$ cat config.mk
export PLATFORM = sky130hd
export DESIGN_NAME = gpc_engine
export DESIGN_NICKNAME = d
export VERILOG_FILES = /design/src/rtl/core/gaussian_potential_cost_assert.svh /design/src/rtl/core/gpc_pkg.sv /design/src/rtl/core/gpc_engine.sv
export SDC_FILE = /design/constraint.sdc
export NUM_CORES = 2
export LEC_CHECK = 0
export BUFFER_PORTS_ARGS = -buffer_cell sky130_fd_sc_hd__buf_2
export CORE_MARGIN = 5
export CORE_UTILIZATION = 40
export CTS_BUF_LIST = sky130_fd_sc_hd__clkbuf_2 sky130_fd_sc_hd__clkbuf_4 sky130_fd_sc_hd__clkbuf_8
export CTS_CLUSTER_SIZE = 20
export DETAILED_ROUTE_END_ITERATION = 7
export HOLD_SLACK_MARGIN = 0.08
export SETUP_SLACK_MARGIN = 0.4
export SLEW_MARGIN = 20
export SYNTH_ARGS = -nofsm -noshare
export SYNTH_HDL_FRONTEND = slang
export SYNTH_SLANG_ARGS = --single-unit
$ cat constraint.sdc
create_clock -name clk -period 17.5 [get_ports clk]
set_input_delay 3.5 -clock clk [delete_from_list [all_inputs] [get_ports clk]]
set_output_delay 3.5 -clock clk [all_outputs]
set_load 0.01 [all_outputs]
$ cat src/rtl/core/gaussian_potential_cost_assert.svh
// Assertion macros for the cost block.
`ifndef GAUSSIAN_POTENTIAL_COST_ASSERT_SVH
`define GAUSSIAN_POTENTIAL_COST_ASSERT_SVH

`ifndef ASSERT_OFF
// clocked check, off during reset
`define GPC_ASSERT(lbl, clk, rst_n, prop, msg) \
	lbl: assert property (@(posedge clk) disable iff (!rst_n) prop) else $error(msg);
// clocked check, always on
`define GPC_ASSERT_ALWAYS(lbl, clk, prop, msg) \
	lbl: assert property (@(posedge clk) prop) else $error(msg);
`else
`define GPC_ASSERT(lbl, clk, rst_n, prop, msg)
`define GPC_ASSERT_ALWAYS(lbl, clk, prop, msg)
`endif

`endif

$ cat src/rtl/core/gpc_pkg.sv
package gpc_pkg;

	localparam int DIMS = 6;
	localparam int COORD_W = 16;

	localparam logic [27:0] LN2_Q24 = 28'd11629080;
	// 17 * ln2: any t at or above this gives exp(-t) of zero
	localparam logic [34:0] EXP_LIMIT = 35'(17 * 11629080);
	localparam logic [32:0] ONE_Q32 = 33'h1_0000_0000;
	localparam logic [63:0] TWO32 = 64'h1_0000_0000;

	// floor(2^32 / n) for n = 1..8, indexed by n - 1
	localparam logic [32:0] RECIP_TBL [8] = '{
		33'(TWO32 / 64'd1), 33'(TWO32 / 64'd2), 33'(TWO32 / 64'd3), 33'(TWO32 / 64'd4),
		33'(TWO32 / 64'd5), 33'(TWO32 / 64'd6), 33'(TWO32 / 64'd7), 33'(TWO32 / 64'd8)
	};

	localparam logic [1:0] REG_PEAK_WEIGHT = 2'd0;
	localparam logic [1:0] REG_INV_SPREAD = 2'd1;
	localparam logic [1:0] REG_ACTIVE_CENTERS = 2'd2;

	localparam logic REQ_LOAD = 1'b0;
	localparam logic REQ_EVAL = 1'b1;

	typedef logic [DIMS-1:0][COORD_W-1:0] center_t;

	typedef struct packed {
		logic [15:0] peak_weight;
		logic [15:0] inv_spread;
	} eng_cfg_t;

	typedef struct packed {
		logic        done;
		logic [32:0] term;
	} eng_res_t;

	typedef enum logic [3:0] {
		E_IDLE,
		E_SQ,
		E_SCL,
		E_DIV0,
		E_DIVS,
		E_HA,
		E_HB,
		E_HC,
		E_EXP,
		E_DONE
	} eng_state_t;

	typedef enum logic [1:0] {
		T_IDLE,
		T_ISSUE,
		T_WAIT,
		T_FINISH
	} top_state_t;

endpackage

$ cat src/rtl/core/gpc_engine.sv
module gpc_engine (
	input  logic              clk,
	input  logic              arst_n,
	input  logic              start,
	input  gpc_pkg::center_t  point,
	input  gpc_pkg::center_t  center,
	input  gpc_pkg::eng_cfg_t cfg,
	output gpc_pkg::eng_res_t res
);
	import gpc_pkg::*;

	eng_state_t st_q, st_d;
	logic [2:0] cnt_q, cnt_d;
	logic [2:0] nm1_q, nm1_d;

	logic [34:0] normsq_q;
	logic [27:0] rem_q;
	logic [4:0]  k_q;
	logic [32:0] q_q;
	logic [31:0] x_q;
	logic        zero_q;
	logic [67:0] prod_q;

	logic [34:0] mul_a;
	logic [32:0] mul_b;
	logic [2:0]  dim_sel;
	logic [15:0] pa, pb, absdiff;
	logic [34:0] t_val;
	logic [27:0] ln2_sh;
	logic [31:0] r_val;
	logic [31:0] q0;
	logic [3:0]  n_val;
	logic [35:0] qn;
	logic [35:0] div_rem;
	logic [32:0] qd;
	logic [32:0] q_sh;
	logic [32:0] e_sum;
	logic [16:0] e_val;

	assign dim_sel = (cnt_q < 3'(DIMS)) ? cnt_q : 3'd0;
	assign pa = point[dim_sel];
	assign pb = center[dim_sel];
	assign absdiff = (pa >= pb) ? (pa - pb) : (pb - pa);

	assign t_val = prod_q[50:16];
	assign ln2_sh = LN2_Q24 << cnt_q;
	assign r_val = {rem_q[23:0], 8'd0};

	assign n_val = {1'b0, nm1_q} + 4'd1;
	assign q0 = prod_q[63:32];
	assign qn = 36'(q0) * 36'(n_val);
	assign div_rem = 36'(x_q) - qn;
	assign qd = (div_rem >= 36'(n_val)) ? (33'(q0) + 33'd1) : 33'(q0);

	assign q_sh = q_q >> k_q;
	assign e_sum = q_sh + 33'd32768;
	assign e_val = zero_q ? 17'd0 : e_sum[32:16];

	always_comb begin
		mul_a = '0;
		mul_b = '0;
		case (st_q)
			E_SQ: begin
				mul_a = 35'(absdiff);
				mul_b = 33'(absdiff);
			end
			E_SCL: begin
				mul_a = normsq_q;
				mul_b = 33'(cfg.inv_spread);
			end
			E_HA: begin
				mul_a = 35'(r_val);
				mul_b = q_q;
			end
			E_HB: begin
				mul_a = 35'(prod_q[63:32]);
				mul_b = RECIP_TBL[nm1_q];
			end
			E_EXP: begin
				mul_a = 35'(cfg.peak_weight);
				mul_b = 33'(e_val);
			end
			default: begin
				mul_a = '0;
				mul_b = '0;
			end
		endcase
	end

	always_comb begin
		st_d = st_q;
		cnt_d = cnt_q;
		nm1_d = nm1_q;
		case (st_q)
			E_IDLE: begin
				if (start) begin
					st_d = E_SQ;
					cnt_d = '0;
				end
			end
			E_SQ: begin
				cnt_d = cnt_q + 3'd1;
				if (cnt_q == 3'(DIMS)) begin
					st_d = E_SCL;
				end
			end
			E_SCL: st_d = E_DIV0;
			E_DIV0: begin
				cnt_d = 3'd4;
				st_d = (t_val >= EXP_LIMIT) ? E_EXP : E_DIVS;
			end
			E_DIVS: begin
				cnt_d = cnt_q - 3'd1;
				if (cnt_q == 3'd0) begin
					st_d = E_HA;
					nm1_d = 3'd7;
				end
			end
			E_HA: st_d = E_HB;
			E_HB: st_d = E_HC;
			E_HC: begin
				nm1_d = nm1_q - 3'd1;
				st_d = (nm1_q == 3'd0) ? E_EXP : E_HA;
			end
			E_EXP: st_d = E_DONE;
			E_DONE: st_d = E_IDLE;
			default: st_d = E_IDLE;
		endcase
	end

	always_ff @(posedge clk or negedge arst_n) begin
		if (!arst_n) begin
			st_q <= E_IDLE;
			cnt_q <= '0;
			nm1_q <= '0;
		end else begin
			st_q <= st_d;
			cnt_q <= cnt_d;
			nm1_q <= nm1_d;
		end
	end

	always_ff @(posedge clk) begin
		prod_q <= 68'(mul_a) * 68'(mul_b);
		case (st_q)
			E_IDLE: begin
				normsq_q <= '0;
			end
			E_SQ: begin
				if (cnt_q != 3'd0) begin
					normsq_q <= normsq_q + 35'(prod_q[31:0]);
				end
			end
			E_DIV0: begin
				zero_q <= (t_val >= EXP_LIMIT);
				rem_q <= t_val[27:0];
				k_q <= '0;
			end
			E_DIVS: begin
				if (rem_q >= ln2_sh) begin
					rem_q <= rem_q - ln2_sh;
					k_q[cnt_q] <= 1'b1;
				end
				q_q <= ONE_Q32;
			end
			E_HB: begin
				x_q <= prod_q[63:32];
			end
			E_HC: begin
				q_q <= ONE_Q32 - qd;
			end
			default: begin
			end
		endcase
	end

	assign res.done = (st_q == E_DONE);
	assign res.term = prod_q[32:0];

endmodule

## Word level (Yosys, flattened, before mapping)

Memories as Yosys holds them, arrays and structs flattened.
Index checks and enable logic that the tools add are counted.

| word-level totals | value |
|---|---|
| bits in registers | 208 |
| bits in read-only memories | 264 |
| input bits | 227 |
| output and inout port bits | 34 |
| logic and storage cells | 98 |
| memories | 1 |

| operators by class | value |
|---|---|
| add/subtract/negate cells | 12 |
| $mul | 2 |
| $lt $le $gt $ge | 9 |
| eq/ne operators | 15 |
| shift-type cells | 2 |
| muxes and demuxes | 31 |
| bitwise gates (word level) | 2 |
| reductions and logical operators | 14 |

Memories:

| name | depth | bits a word | rd ports | clocked after memory_dff | wr ports | line | source |
|---|---|---|---|---|---|---|---|
| (no name shown) | 8 | 33 | 1 | 0 | 0 | gpc_engine.sv:77 | `mul_b = RECIP_TBL[nm1_q];` |

Operators with widths:

| operator | count |
|---|---|
| $pmux 35 s5 | 1 |
| $pmux 33 s5 | 1 |
| $mux 33 | 3 |
| $bmux 16 s3 | 2 |
| $pmux 35 s2 | 1 |
| $pmux 33 s2 | 1 |
| $mul 35x33->64 | 1 |
| $pmux 28 s2 | 1 |
| $mux 16 | 3 |
| $ge 36x4->1 | 1 |
| $mul 32x4->36 | 1 |
| $pmux 4 s9 | 1 |
| $sub 32x36->36 | 1 |
| $add 35x32->35 | 1 |
| $ge 35x28->1 const B | 1 |
| $mux 35 | 1 |
| $add 32x1->33 const B | 1 |
| $add 33x16->33 const B | 1 |
| $shr 33x5->33 | 1 |
| $sub 33x33->33 const A | 1 |
| $sub 16x16->16 | 2 |
| $ge 28x28->1 | 1 |
| $mux 28 | 1 |
| $shl 24x3->28 const A | 1 |
| 34 further kinds | 57 |

## Depth between registers and ports, before layout

| logic depth | value |
|---|---|
| depth in word-level cells | 8 |
| mapped depth | 58 |
| mapped depth without buffers | 54 |

## Worst setup path after synthesis

OpenSTA, ideal clock, no wires.

| timing | value |
|---|---|
| path kind | input port to flip-flop |
| start point | in center[50] (netlist name) |
| end point | reg prod_q[63] |
| setup time | 0.072 ns |
| arrival | 15.254 ns |
| path slack | 2.174 ns |
| cell stages on the path | 51 |
| buffers on the path | 3 |
| path through | mux2i_1 -> nor2_1 -> a21oi_1 -> nor2_1 -> a221o_1 -> ha_1 -> nor2b_1 -> o21ai_0 -> a31oi_1 -> o21ai_0 -> a21oi_1 -> o21a_1 -> o21a_1 -> o21ai_0 -> nand2_1 -> clkbuf_1 -> mux2_2 -> a22oi_1 -> (+15 left out) -> inv_1 -> fa_1 -> inv_1 -> ha_1 -> and2_1 -> and4_1 -> a221o_1 -> a21o_1 -> o21ai_0 -> o211ai_1 -> a21oi_1 -> o41ai_1 -> a22o_1 -> o2111ai_1 -> o21ai_0 -> a221o_1 -> a21oi_1 -> xnor2_1 |

| on the way | value |
|---|---|
| word-level cells in the longest chain between the ends | 6 |

RTL lines:

| item | line | source |
|---|---|---|
| from (decl) | gpc_engine.sv:6 | `input gpc_pkg::center_t center,` |
| $bmux 16 s3 (*) | gpc_engine.sv:42 | `assign pb = center[dim_sel];` |
| $mux 16 (implied by the code) (*) | gpc_engine.sv:42 |  |
| $sub 16x16->16 / $ge 16x16->1 (equally long branches) | gpc_engine.sv:43 | `assign absdiff = (pa >= pb) ? (pa - pb) : (pb - pa);` |
| $mux 16 (*) | gpc_engine.sv:43 |  |
| $pmux 35 s5 / $pmux 33 s5 (equally long branches) | gpc_engine.sv:62 | `case (st_q)` |
| $mul 35x33->64 (*) | gpc_engine.sv:144 | `prod_q <= 68'(mul_a) * 68'(mul_b);` |
| to (signal assigned) | gpc_engine.sv:144 |  |
| to (decl) | gpc_engine.sv:22 | `logic [67:0] prod_q;` |

Every way passes the cells marked *; elsewhere a longest branch is shown, timed or not. The select of a mux whose other input is x is not followed.
A chain may end at the register's enable or synchronous reset.

## Worst setup path after layout

| timing | value |
|---|---|
| start point | in center[50] (netlist name) |
| end point | reg prod_q[61] |

Same word-level chain as after synthesis.

==> flow_metrics.tcl <==
set metrics [dict create \
    status "completed" \
    synthCells 6536 \
    worst_ep_arrival_time_ps 16750 \
    async_reset_ff_frac 0.0481 \
    max_stage_delay_ps 650 \
    viasPerCell 5.57 \
    hold_buffers 0 \
    finalMaxSlewViolations 0 \
    antenna_found_initial 8 \
    dp_hpwl_mm 167 \
    routed_wirelength_mm 208 \
    grt_pass1_wl_mm 311 \
    startpoint_type "input pin" \
    synthFlopType "edfxtp_1" \
    placementRows 137 \
    path_class "input pin to flop" \
    htreeDepth 2 \
    numPortBuffers 260 \
    place.gp.congestion 0.970 \
    die-area_um2 149000 \
    fmax_mhz 61.6 \
    endpoint_kind "flop" \
    fillCellCount 13800 \
    track_usage 0.278 \
    synth.top_cell.area_share 0.394 \
    period_share 0.928 \
    setup_tns_ps 0 \
    yosys_register_bits 208 \
    hp-start "prod_q[59]$_DFF_P_" \
    path_common_cell "fa_1" \
    area_growth_pct 8.22 \
    grt_pass1_vias 49500 \
    drt-initial-drc-count 4490 \
    clock_latency_ps 650 \
    finalSetupViolCount 0 \
    final-hold-violation-count 0 \
    fp.dieH_um 385 \
    avgSynthCellArea_um2 8.63 \
    grt.overflow.total 0 \
    wl_per_cell_um 24.2 \
    dr.pass1.iters 7 \
    path_clk_slew_ps 60 \
    hp-class "flop to flop" \
    worstSetupStartpoint "center[50]" \
    rsz0062_at_grt "false" \
    drc_errors 0 \
    ant_nets 0 \
    slew_headroom 0.201 \
    die_w_um 385 \
    clockRootBuffer "clkbuf_8" \
    yosysWarnings 0 \
    final_util 0.436 \
    yosys-top-cells-area "fa_1, ha_1, nand2_1, inv_1, edfxtp_1" \
    crit_required_ps 18010 \
    synth_largest_area_cell "fa_1" \
    cap_violations 0 \
    grt_max_degree 60 \
    cts_made_buffers 43 \
    synth_edf_count 134 \
    clockBufferDepth 3 \
    pin_count 261 \
    critPathSlowestCell "o41ai_1" \
    start_util 0.403 \
    worstMarginPinSlew_ps 1200 \
    crit_fanout 16 \
    core_region_area_um2 140000 \
    fin_crit_ps 16230 \
    drive_above_1_share 0.0905 \
    ys_seq_area_frac 0.0985 \
    post_cts_buffers 0 \
    synthDistinctLibCells 103 \
    numClockSinks 208 \
    vias 47800 \
    num-nets-final 8389 \
    cts_tree "done" \
    finClkSkew_ps 56.5 \
    synthesis.area_um2 56400 \
    r2r_start "cnt_q[1]$_DFFE_PN0P_" \
]
-- sequential cells by signal, summed over array words and instances (netlist names) --
register / flops
prod_q: 64
normsq_q: 35
q_q: 33
x_q: 32
rem_q: 28
k_q: 5
st_q: 4
cnt_q: 3
nm1_q: 3
zero_q: 1
-- worst paths after layout --
kind | depth (start not counted) | slack [ps] | end
setup / recovery | 48 | 1270 | prod_q[61]$_DFF_P_
hold / removal | 0 | 620 | x_q[27]$_DFFE_PP_
setup reg to reg | 50 | 2220 | prod_q[61]$_DFF_P_
min in group asynchronous | 1 | 2760 | cnt_q[1]$_DFFE_PN0P_
max in group asynchronous | 1 | 14440 | st_q[1]$_DFFE_PN0P_
hold reg to reg | 0 | 620 | x_q[27]$_DFFE_PP_
-- worst max-delay path, delay by kind of cell --
family          cells  cell delay (ps)
simple gates        9             1890
xor+xnor            2              490
compound gates     20             4740
fa+ha+maj          10             4740
buf+inv             5              970
mux                 2              400
-- per-stage QoR --
step	instance area [um2]	cells	hold slack (ps)	setup slack (ps)
floorplan	56500	6576	406	2170
global placement	59900	8492	614	440
detailed placement	59900	8492	602	230
CTS	61000	8571	608	858
global route	61000	8575	629	571
finish	61000	8579	616	1270
-- Yosys cell counts (26+ instances only) --
library cell and count:
nand2_1 1123, fa_1 1109, inv_1 1085, nor2_1 603, ha_1 391, clkbuf_1 304
a21oi_1 210, edfxtp_1 134, xnor2_1 129, o21ai_0 122, a21o_1 87, mux2i_1 86
nand3_1 81, nand2b_1 74, nor3_1 66, and2_1 65, xor2_1 65, dfxtp_1 64
nand4_1 44, a31oi_1 42, a22oi_1 39, a211oi_1 37, buf_4 34, o21bai_1 34
and3_1 31, o21a_1 29, buf_1 26, nor2b_1 26, o211ai_1 26
-- repair_timing --
item,in CTS,in global routing
hold endpoints to repair,0,0
setup endpoints to repair,0,4
resized for setup,0,5
-- logic make-up (layout without fill, tap and decap cells) --
kind of cell	Yosys count	after routing	synth area share
compound gates	823	823	0.0988
other cells	2	49	0.000133
flops	208	208	0.0985
mux	109	109	0.0207
buf+inv	1470	1590	0.101
xor+xnor	195	195	0.0304
simple gates	2229	2229	0.170
fa+ha+maj	1500	1500	0.480
-- cell type report --
type / instances / area (um2) / share of cell area
Sequential cell: 208 / 5560 / 0.0910
Tap cell: 1876 / 2350 / 0.0385
Antenna cell: 7 / 17.5 / 0.000287
Multi-Input combinational cell: 4898 / 45400 / 0.744
Clock buffer: 55 / 719 / 0.0118
Inverter: 1087 / 4080 / 0.0668
Clock inverter: 24 / 337 / 0.00551
Timing Repair Buffer: 424 / 2550 / 0.0418
-- routing by layer --
metal	GRT usage	share of wire	vias up	wire, um
li1	-	-	20800	-
met1	0.353	0.39	24100	80200
met2	0.451	0.45	2386	94300
met3	0.0540	0.094	548	19500
met4	0.149	0.066	2	13800
met5	0	0.000067	-	14
-- layout by cell type, fill, tap and decap left out, drive strengths merged, types with 14 or more instances in the layout --
cell	synthesis	final
fa	1109	1109
xnor2	129	129
o221ai	24	24
nor3	70	70
nand2b	74	74
a22oi	39	39
and4	17	17
mux2	19	19
nor2b	26	26
or3	17	17
ha	391	391
o21ai	129	129
and3	31	31
a21oi	211	211
o21a	29	29
clkbuf	304	55
a31oi	42	42
a221o	18	18
o2111ai	16	16
nor2	604	604
buf	79	424
nand4	44	44
inv	1085	1089
o211ai	27	27
a21boi	15	15
xor2	66	66
edfxtp	134	134
nand3	82	82
conb	2	42
a21o	87	87
dfxtp	64	64
a211oi	41	41
nor4	19	19
o21bai	34	34
and2	68	68
mux2i	87	87
o31ai	14	14
nand2	1123	1123
or2	24	24
Power is not shown: default switching activity piles up to over one toggle a cycle in this logic, so the estimate is an artifact.
