--- src/rtl/core/gaussian_potential_cost_assert.svh ---
// Assertion macros for the cost block.
`ifndef GAUSSIAN_POTENTIAL_COST_ASSERT_SVH
`define GAUSSIAN_POTENTIAL_COST_ASSERT_SVH

`ifndef ASSERT_OFF
// clocked check, off during reset
`define GPC_ASSERT(lbl, clk, rst_n, prop, msg) \
	lbl: assert property (@(posedge clk) disable iff (!rst_n) prop) else $error(msg);
// clocked check, always on
`define GPC_ASSERT_ALWAYS(lbl, clk, prop, msg) \
	lbl: assert property (@(posedge clk) prop) else $error(msg);
`else
`define GPC_ASSERT(lbl, clk, rst_n, prop, msg)
`define GPC_ASSERT_ALWAYS(lbl, clk, prop, msg)
`endif

`endif

--- src/rtl/core/gpc_pkg.sv ---
package gpc_pkg;

	localparam int DIMS = 6;
	localparam int COORD_W = 16;

	localparam logic [27:0] LN2_Q24 = 28'd11629080;
	// 17 * ln2: any t at or above this gives exp(-t) of zero
	localparam logic [34:0] EXP_LIMIT = 35'(17 * 11629080);
	localparam logic [32:0] ONE_Q32 = 33'h1_0000_0000;
	localparam logic [63:0] TWO32 = 64'h1_0000_0000;

	// floor(2^32 / n) for n = 1..8, indexed by n - 1
	localparam logic [32:0] RECIP_TBL [8] = '{
		33'(TWO32 / 64'd1), 33'(TWO32 / 64'd2), 33'(TWO32 / 64'd3), 33'(TWO32 / 64'd4),
		33'(TWO32 / 64'd5), 33'(TWO32 / 64'd6), 33'(TWO32 / 64'd7), 33'(TWO32 / 64'd8)
	};

	localparam logic [1:0] REG_PEAK_WEIGHT = 2'd0;
	localparam logic [1:0] REG_INV_SPREAD = 2'd1;
	localparam logic [1:0] REG_ACTIVE_CENTERS = 2'd2;

	localparam logic REQ_LOAD = 1'b0;
	localparam logic REQ_EVAL = 1'b1;

	typedef logic [DIMS-1:0][COORD_W-1:0] center_t;

	typedef struct packed {
		logic [15:0] peak_weight;
		logic [15:0] inv_spread;
	} eng_cfg_t;

	typedef struct packed {
		logic        done;
		logic [32:0] term;
	} eng_res_t;

	typedef enum logic [3:0] {
		E_IDLE,
		E_SQ,
		E_SCL,
		E_DIV0,
		E_DIVS,
		E_HA,
		E_HB,
		E_HC,
		E_EXP,
		E_DONE
	} eng_state_t;

	typedef enum logic [1:0] {
		T_IDLE,
		T_ISSUE,
		T_WAIT,
		T_FINISH
	} top_state_t;

endpackage

--- src/rtl/core/gpc_cell.sv ---
module gpc_cell (
	input  logic             clk,
	input  logic             load_en,
	input  logic             capture,
	input  logic             shift,
	input  gpc_pkg::center_t load_data,
	input  gpc_pkg::center_t shift_in,
	output gpc_pkg::center_t shift_out
);
	import gpc_pkg::*;

	center_t center_q;
	center_t stage_q;

	always_ff @(posedge clk) begin
		if (load_en) begin
			center_q <= load_data;
		end
	end

	// stage copies the stored center, then walks toward the head
	always_ff @(posedge clk) begin
		if (capture) begin
			stage_q <= center_q;
		end else if (shift) begin
			stage_q <= shift_in;
		end
	end

	assign shift_out = stage_q;

endmodule

--- config.mk ---
export PLATFORM = sky130hd
export DESIGN_NAME = gpc_cell
export DESIGN_NICKNAME = d
export VERILOG_FILES = /design/src/rtl/core/gaussian_potential_cost_assert.svh /design/src/rtl/core/gpc_pkg.sv /design/src/rtl/core/gpc_cell.sv
export SDC_FILE = /design/constraint.sdc
export NUM_CORES = 1
export LEC_CHECK = 0
export ABC_AREA = 1
export BUFFER_PORTS_ARGS = -buffer_cell sky130_fd_sc_hd__buf_2
export CORE_MARGIN = 2
export CORE_UTILIZATION = 53
export CTS_BUF_LIST = sky130_fd_sc_hd__clkbuf_4 sky130_fd_sc_hd__clkbuf_8
export CTS_CLUSTER_DIAMETER = 40
export DETAILED_ROUTE_END_ITERATION = 10
export GPL_TIMING_DRIVEN = 0
export MAX_ROUTING_LAYER = met4
export PLACE_DENSITY_LB_ADDON = 0.2
export SKIP_LAST_GASP = 1
export SLEW_MARGIN = 30
export SYNTH_ARGS = -nofsm -noshare
export SYNTH_HDL_FRONTEND = slang
export SYNTH_SLANG_ARGS = --single-unit
--- constraint.sdc ---
create_clock -name clk -period 3.6 [get_ports clk]
set_input_delay 0 -clock clk [delete_from_list [all_inputs] [get_ports clk]]
set_output_delay 0 -clock clk [all_outputs]
set_load 0.01 [all_outputs]
# After elaboration in Yosys (flattened, before gate mapping)
# Index checks and enable logic that the tools add are counted.
# Widths: inputs -> output; s select.
[word_totals] regBits=192 output_inout_bits=96
[op_classes] muxes=2 n_reduce_logical=1
[ops] cell="$mux 96" n=2
[ops] cell="$reduce_bool 2->1" n=1

# Logic depth before layout (Yosys ltp)
# Gate-level depths: netlist of run 1.
[logic_depth] ltp_word=2 mapped_depth=6

# Worst setup path after synthesis of run 1
# Ideal clock, no wire load.
[synth_path] path_type="input port to flip-flop" startpoint="input port capture" endpoint="register stage_q (netlist bit shift_out[0]), enable pin" setup_time_ps=414 arrival_time_ps=1463 setup_slack_ps=1724 path_stages=3 path_buffers=2 cell_sequence="buf_4 buf_6 or2_2"
[synth_between] elab_chain_len=1
[synth_rtl] element="start, declared" line="gpc_cell.sv:4" source="input logic capture,"
[synth_rtl] element="$reduce_bool 2->1 (no source line)"
[synth_rtl] element="end signal, assigned" line="gpc_cell.sv:24" source="stage_q <= center_q;"
[synth_rtl] element="end signal, assigned" line="gpc_cell.sv:26" source="stage_q <= shift_in;"
[synth_rtl] element="end, declared" line="gpc_cell.sv:13" source="center_t stage_q;"
# No other way between the ends.
# A chain may end at the register's enable or synchronous reset.

# Worst setup path after layout of run 1
[layout_path] startpoint="input port capture" endpoint="register stage_q (netlist bit shift_out[41]), enable pin"
# Same word-level chain as after synthesis.

==> results.ini, run 1 <==
[clock_network]
postCtsSetupRepairBufs=0
cts_resized=0
ctsHoldBuffers=193
clkSinkCount=192
max-clock-path-buffers=2
cts_root_buf=clkbuf_8
clk_latency_ps=470
numCtsBuffers=17
htreeDepth=4
clkTransAtPathRegs_ps=90
cts_tree=built

[pwr]
p_leak_nw=5.06
vdd_drop_max_uv=362
power_density_nw_per_um2=424

[timing]
rsz0062_at_grt=false
finalHoldViolCount=0
relSlewSlack=0.647
timing.final.crit_share=0.332
setup_ws_ps=2400
report.final.slew_viol_count=0
max_freq_ghz=0.836
worst_pin_slew_ps=529
min_period_ps=1200
tns_ps=0
setup_viol=0
fin_skew_ps=18.4

[cells_and_area]
area_growth_pct=57.4
mostFrequentLayoutCells=buf_2 (303), nand2_1 (288), dlygate4sd3_1 (193), edfxtp_1 (192), clkbuf_8 (17)
layout_commonest_cell=buf_2
drive_gt1_frac=0.340
layout.nets=1204

[grt]
grt_max_degree=58
grt_overflow_total=0
grt_first_pass_wirelength_um=32900
grt_pass1_vias=6391
track_usage=0.320
antenna_found_initial=1

[floorplan]
io_pins=292
start_util=0.535
dieWidth_um=119
rows=42
die_area_um2=14200
core_region_area_um2=13100
die_h_um=119

[placed_design]
gp_congestion=0.845
port_buffers=290
dp_worst_setup_slack_ps=1930
post-dp-hpwl_um=11300

[worst_setup_path]
cp.arrival_ps=1350
path_max_fanout=35
critical_path_required_ps=3750
start_kind=primary input
worst-setup-path-type=primary input to flip-flop
endpoint_kind=flip-flop
r2r_setup_slack_ps=2760

[logic_synthesis]
yosys_register_bits=192
ys_types=7
syn_inst=503
ys_warn_count=0
ys_seq_area_frac=0.823
syn_area_um2=7000
synthTopCellsByArea=edfxtp_1 (82%), nand2_1 (15%), buf_2 (1.0%)
syn_area_per_cell_um2=13.9
synth_top_area_frac=0.823
syn-num-nets=699
synth_top_cell_by_area=edfxtp_1

[job]
cap_viol_max_count=0

[detailed_routing]
drtPass1Iterations=5
drc=0
avgViaCountPerCell=5.00
wl_per_cell_um=18.1
wl_um=21700
postRouteAntennaNets=0
drt_iter0_markers=528
vias=5992

[min_path]
min_path_type=primary input to flip-flop

[status]
status=complete, no violations

layer usage:
metal | vias up | global-route usage | share of wire
met5 | - | - | 0
met3 | 72 | 0.0752 | 0.078
met1 | 2854 | 0.348 | 0.35
met2 | 359 | 0.569 | 0.54
li1 | 2707 | - | -
met4 | 0 | 0.128 | 0.034
cell families after synthesis:
family                 Yosys count  share of synthesized area
flip-flops                     192                      0.823
buffers and inverters           22                     0.0216
AND/OR/NAND/NOR                289                      0.155
stage by stage:
stage	cell area, um^2	power (mW)	hold WS (ps)	std cells	utilization
detailed placement	8750	3.26	178	972	0.669
CTS	11000	4.61	54.1	1197	0.842
finish	11000	4.68	81.9	1199	0.843
global route	11000	4.83	85.1	1198	0.842
global placement	8680	3.24	177	969	0.663
floorplan	7000	2.98	98.9	503	-
path summary, 6_finish.rpt:
path / startpoint / endpoint / depth (start not counted)
hold reg to reg: center_q[0] / shift_out[0] / 2
setup / recovery: capture / shift_out[41] / 5
hold / removal: capture / shift_out[0] / 4
setup reg to reg: center_q[20] / shift_out[20] / 2
Yosys cell counts, drive strengths merged:
library cell  instances
inv                   1
buf                  21
nand2               288
edfxtp              192
or2                   1
where the power goes:
group | internal [mW] | switching (mW) | leakage, nW
Sequential | 2.69 | 0.0603 | 1.93
Clock | 0.483 | 0.765 | 0.178
Combinational | 0.344 | 0.338 | 2.94
Total | 3.52 | 1.16 | 5.06
critical path: stages:
cell,delay [ps]
buf_4,160
buf_6,160
or2_4,470
buf_12,280
buf_12,240
layout make-up:
cell class	count	area, um^2
Antenna cell	2	5.00
Clock inverter	14	93.8
Clock buffer	18	241
Buffer	21	145
Multi-Input combinational cell	289	1090
Timing Repair Buffer	486	3460
Sequential cell	192	5770
Tap cell	176	220
Inverter	1	6.26
Fill cell	589	2060
sequential cells by signal (all words and copies together) (netlist names):
| register | flops |
|---|---|
| center_q | 96 |
| shift_out | 96 |
(Power assumes the default switching activity.)
==> run 2: changes to the inputs <==
- CORE_UTILIZATION: 53 -> 45
- clock period: 3.6 -> 1.1 ns (I/O delays scaled with it)
==> run 2 against run 1 <==
Critical path depth is 4 lower. Hold slack got worse by 75 ps. Core utilization down 11 points. Combinational power rose to 3.2 times the previous value. Count of clock-buffer cells in the layout rose by 1. Die area increased by 17%. Sequential share of layout area decreased by 0.35 points. Clock skew down 8.5 ps. Routed wire length is 11% lower. Register-to-register slack worse by 2500 ps. Highest routed layer unchanged. Largest cell class unchanged. Clock power grew to 3.5 times the previous value. Sequential power increased to 3.3 times the previous value.
==> results.ini, run 2 (synthesis results as in run 1) <==
[worst_setup_path]
cpPeakStageDelay_ps=400  ; was 470 ps
cp.arrival_ps=1000  ; was 1350 ps
crit_path_top_delay_cell=edfxtp_1  ; was or2_4
endpoint_kind=output pin  ; was flip-flop
critical_path_required_ps=1100  ; was 3750 ps
start_kind=flip-flop  ; was primary input
path_cells=buf_2  ; was buf_4 -> buf_6 -> or2_4 -> buf_12 -> buf_12
r2r_setup_slack_ps=270  ; was 2760 ps
cp.buffers_inverters=1  ; was 4
worst-setup-path-type=flip-flop to output pin  ; was primary input to flip-flop
crit_family=flip-flops  ; was buffers and inverters
path_max_fanout=1  ; was 35

[detailed_routing]
wl_um=19400  ; was 21700 um
wl_per_cell_um=16.0  ; was 18.1 um
postRouteAntennaNets=0  ; unchanged
drt_iter0_markers=317  ; was 528
drc=0  ; unchanged
drtPass1Iterations=5  ; unchanged
avgViaCountPerCell=4.69  ; was 5.00
vias=5676  ; was 5992

[grt]
grt_pass1_vias=5935  ; was 6391
track_usage=0.238  ; was 0.320
grt_first_pass_wirelength_um=29000  ; was 32900 um
grt_overflow_total=0  ; unchanged
antenna_found_initial=0  ; was 1
grt_max_degree=51  ; was 58

[timing]
timing.final.crit_share=0.910
max_freq_ghz=0.999
setup_viol=0  ; unchanged
report.final.slew_viol_count=0  ; unchanged
fin_skew_ps=9.81  ; was 18.4 ps
min_period_ps=1000
worst_pin_slew_ps=485  ; was 529 ps
finalHoldViolCount=0  ; unchanged
rsz0062_at_grt=false  ; unchanged
relSlewSlack=0.677  ; was 0.647

[pwr]
p_int_mw=12.0  ; was 3.52 mW
p_leak_nw=5.08  ; was 5.06 nW
power_density_nw_per_um2=1400  ; was 424 nW/um^2
clockPowerShare=0.282  ; was 0.267
pwr-share-seq=0.578  ; was 0.588
vdd_drop_max_uv=1190  ; was 362 uV
power_switching_share=0.228  ; was 0.249
pwr-share-comb=0.140  ; was 0.146
finalPower_mw=15.5  ; was 4.68 mW
p_sw_mw=3.53  ; was 1.16 mW

[clock_network]
max-clock-path-buffers=2  ; unchanged
numCtsBuffers=17  ; unchanged
htreeDepth=4  ; unchanged
cts_resized=0  ; unchanged
clkTransAtPathRegs_ps=90  ; about the same
cts_tree=built  ; unchanged
ctsHoldBuffers=195  ; was 193
clkSinkCount=192  ; unchanged
clk_latency_ps=440  ; was 470 ps
cts_root_buf=clkbuf_8  ; unchanged
postCtsSetupRepairBufs=0  ; unchanged

[placed_design]
post-dp-hpwl_um=11400  ; was 11300 um
gp_congestion=0.827  ; was 0.845
dpl.cell_count=984  ; was 972
port_buffers=290  ; unchanged
dpl_cell_area_um2=8780  ; was 8750 um^2

[cells_and_area]
layout_commonest_cell=buf_2  ; unchanged
utilization=0.730  ; was 0.843
fin_cells=1209  ; was 1199
design_area_um2=11100  ; was 11000 um^2
mostFrequentLayoutCells=buf_2 (303), nand2_1 (288), dlygate4sd3_1 (195), edfxtp_1 (192), clkbuf_8 (17)  ; was buf_2 (303), nand2_1 (288), dlygate4sd3_1 (193), edfxtp_1 (192), clkbuf_8 (17)
area_growth_pct=58.5  ; was 57.4%
n_antenna_cell=0  ; was 2
layout.nets=1206  ; was 1204
drive_gt1_frac=0.337  ; was 0.340

[floorplan]
die_area_um2=16600  ; was 14200 um^2
dieWidth_um=129  ; was 119 um
io_pins=292  ; unchanged
rows=45  ; was 42
die_h_um=129  ; was 119 um
start_util=0.461  ; was 0.535
core_region_area_um2=15200  ; was 13100 um^2

[job]
cap_viol_max_count=0  ; unchanged

[status]
status=complete, no violations  ; unchanged

[min_path]
min_path_type=primary input to flip-flop  ; unchanged

## run 2: metrics by stage
step / setup WS (ps) / setup TNS, ps / hold slack, ps
after detailed placement: -379 / -18010 / 178
final: 99.4 / 0 / 7.08
after CTS: 63.7 / 0 / -44.8
after floorplan: -258 / -24740 / 98.9
after global placement: -931 / -150000 / 177
after global routing: 41.0 / 0 / -16.0
## run 2: area by class of cell
type,instances,area [um^2]
Buffer,21,153
Clock buffer,19,249
Clock inverter,11,116
Fill cell,909,4100
Inverter,1,6.26
Multi-Input combinational cell,289,1090
Sequential cell,192,5770
Tap cell,188,235
Timing Repair Buffer,488,3480
## run 2: metal layers
metal	share of wire	GRT usage	vias up	routed length, um
met3	0.096	0.0757	34	1850
li1	-	-	2710	-
met1	0.37	0.258	2622	7210
met5	0	-	-	0
met2	0.51	0.413	310	9880
met4	0.021	0.0844	0	415
## run 2: power groups by stage
stage	combinational, mW	sequential (mW)	clock (mW)
final	2.17	8.96	4.37
after floorplan	0.434	9.32	0
after detailed placement	1.58	9.11	0
after global routing	2.36	9.02	4.72
after global placement	1.51	9.11	0
after CTS	2.13	8.95	4.48
## run 2: path summary, 6_finish.rpt
| kind | from | endpoint | cells past startpoint |
|---|---|---|---|
| setup / recovery | shift_out[57] | shift_out[57] | 1 |
| hold / removal | load_en | center_q[44] | 1 |
| setup reg to reg | center_q[75] | shift_out[75] | 2 |
| hold reg to reg | center_q[32] | shift_out[32] | 2 |
==> run 3: changes to the inputs <==
- CORE_MARGIN: 2 -> default
==> run 3 against run 2 <==
Die area down 3.1%. Via count down 0.41%. Critical path type unchanged. Non-clock buffer count down 2. Flip-flop and latch count unchanged. Critical endpoint is now shift_out[39]. Cell area up 0.39%. Combinational power about the same. The flow now finishes with violations (negative hold slack). Sequential share of layout area down 0.20 points. Setup slack worse by 38 ps.
==> results.ini, run 3 (synthesis results as in run 1) <==
[timing]
setup_ws_ps=61.3  ; was 99.4 ps
relSlewSlack=0.694  ; was 0.677
setup_viol=0  ; unchanged
timing.final.crit_share=0.944  ; was 0.910
max_freq_ghz=0.963  ; was 0.999 GHz
hold_slack_ps=-24.1  ; was 7.08 ps
fin_skew_ps=15.6  ; was 9.81 ps
rsz0062_at_grt=true  ; was false
worst_pin_slew_ps=460  ; was 485 ps
min_period_ps=1040  ; was 1000 ps
report.final.slew_viol_count=0  ; unchanged
finalHoldViolCount=12  ; was 0

[detailed_routing]
vias=5653  ; was 5676
avgViaCountPerCell=4.68  ; was 4.69
drtPass1Iterations=4  ; was 5
wl_um=19500  ; was 19400 um
drc=0  ; unchanged
postRouteAntennaNets=0  ; unchanged
drt_iter0_markers=294  ; was 317
wl_per_cell_um=16.1  ; was 16.0 um

[pwr]
clockPowerShare=0.309  ; was 0.282
power_density_nw_per_um2=1450  ; was 1400 nW/um^2
power_switching_share=0.228  ; about the same
p_sw_mw=3.69  ; was 3.53 mW
pwr-share-seq=0.556  ; was 0.578
p_int_mw=12.5  ; was 12.0 mW
p_leak_nw=5.09  ; was 5.08 nW
vdd_drop_max_uv=957  ; was 1190 uV
pwr-share-comb=0.135  ; was 0.140

[worst_setup_path]
reg2reg_depth=2  ; unchanged
cp.buffers_inverters=1  ; unchanged
path_cells=buf_6  ; was buf_2
cpPeakStageDelay_ps=430  ; was 400 ps
cp.arrival_ps=1040  ; was 1000 ps
r2r_setup_slack_ps=260  ; was 270 ps
worstReg2RegStart=center_q[22]  ; was center_q[75]
crit_family=flip-flops  ; unchanged
path_max_fanout=1  ; unchanged
endpoint_kind=output pin  ; unchanged
start_kind=flip-flop  ; unchanged
worst-setup-path-type=flip-flop to output pin  ; unchanged
critical_path_required_ps=1100  ; about the same
reg2reg_to=shift_out[22]  ; was shift_out[75]
crit_path_top_delay_cell=edfxtp_1  ; unchanged

[clock_network]
clkTransAtPathRegs_ps=100  ; was 90 ps
max-clock-path-buffers=2  ; unchanged
ctsHoldBuffers=193  ; was 195
htreeDepth=4  ; unchanged
clkSinkCount=192  ; unchanged
clk_latency_ps=460  ; was 440 ps
numCtsBuffers=17  ; unchanged
cts_root_buf=clkbuf_8  ; unchanged
cts_tree=built  ; unchanged

[floorplan]
dieWidth_um=127  ; was 129 um
die_h_um=127  ; was 129 um
start_util=0.461  ; unchanged
io_pins=292  ; unchanged
rows=45  ; unchanged
core_region_area_um2=15200  ; unchanged
die_area_um2=16100  ; was 16600 um^2

[min_path]
min_path_type=primary input to flip-flop  ; unchanged
hold_path_depth=1  ; unchanged
whs_endpoint=center_q[19]  ; was center_q[44]
worstHoldStart=load_en  ; unchanged

[cells_and_area]
fin_cells=1208  ; was 1209
nFillCells=942  ; was 909
mostFrequentLayoutCells=buf_2 (302), nand2_1 (288), dlygate4sd3_1 (193), edfxtp_1 (192), clkbuf_8 (17)  ; was buf_2 (303), nand2_1 (288), dlygate4sd3_1 (195), edfxtp_1 (192), clkbuf_8 (17)
drive_gt1_frac=0.340  ; was 0.337
utilization=0.733  ; was 0.730
layout.nets=1204  ; was 1206
layout_commonest_cell=buf_2  ; unchanged
area_growth_pct=59.1  ; was 58.5%

[grt]
track_usage=0.258  ; was 0.238
grt_max_degree=55  ; was 51
grt_overflow_total=0  ; unchanged
antenna_found_initial=1  ; was 0
grt_pass1_vias=6100  ; was 5935
grt_first_pass_wirelength_um=29700  ; was 29000 um

[job]
cap_viol_max_count=0  ; unchanged

[placed_design]
port_buffers=290  ; unchanged
dpl.cell_count=984  ; unchanged
dp_worst_setup_slack_ps=-58.7  ; was -379 ps
gp_congestion=0.789  ; was 0.827
post-dp-hpwl_um=11100  ; was 11400 um

[status]
violations=negative hold slack
status=finished, violations left  ; was complete, no violations

==> run 3: per-stage QoR <==
step                      instance area, um^2  power [mW]  setup TNS, ps
after floorplan                          7010        9.75         -24740
after global placement                   8700        10.6        -152570
after detailed placement                 8770        10.7          -4790
after CTS                               11100        16.1              0
after global routing                    11100        16.7          -2.02
final                                   11100        16.1              0
==> run 3: area by class of cell <==
cell class	count	area, um^2	share of cell area
tap	188	235	0.0211
buffer	21	153	0.0137
clock buffer	19	249	0.0223
antenna	1	2.50	0.000225
sequential	192	5770	0.517
clock inverter	11	179	0.0161
multi-input combinational	289	1090	0.0978
inverter	1	6.26	0.000561
timing repair buffer	486	3460	0.311
==> run 3: how the worst max path moves through the flow <==
stage / startpoint / end / depth (start not counted)
after floorplan: capture / shift_out[0] / 3
after global placement: load_en / center_q[66] / 1
after global routing: shift_out[39] / shift_out[39] / 1
final: shift_out[39] / shift_out[39] / 1
after detailed placement: capture / shift_out[19] / 4
after CTS: shift_out[0] / shift_out[0] / 1
==> run 3: power groups by stage <==
stage	Clock, mW	Sequential [mW]	Combinational, mW
2_1_floorplan	0	9.32	0.434
3_3_place_gp	0	9.11	1.51
3_5_place_dp	0	9.12	1.57
4_1_cts	5.07	8.96	2.11
5_1_grt	5.34	9.03	2.35
6_report	5.00	8.98	2.17
==> run 3: per-layer routing <==
| metal | part of all wire | wire length [um] | vias to the layer above | global-route usage |
|---|---|---|---|---|
| met3 | 0.076 | 1480 | 57 | 0.0704 |
| met1 | 0.36 | 7040 | 2623 | 0.254 |
| met5 | 0 | 0 | - | - |
| met4 | 0.039 | 763 | 0 | 0.142 |
| met2 | 0.52 | 10200 | 269 | 0.461 |
| li1 | - | - | 2704 | - |
==> run 3: repair_timing <==
action / in CTS / in global routing
setup buffers: 0 / 0
setup endpoints to repair: 0 / 1
resized for setup: 0 / 2
endpoints found under the hold margin: 242 / 42
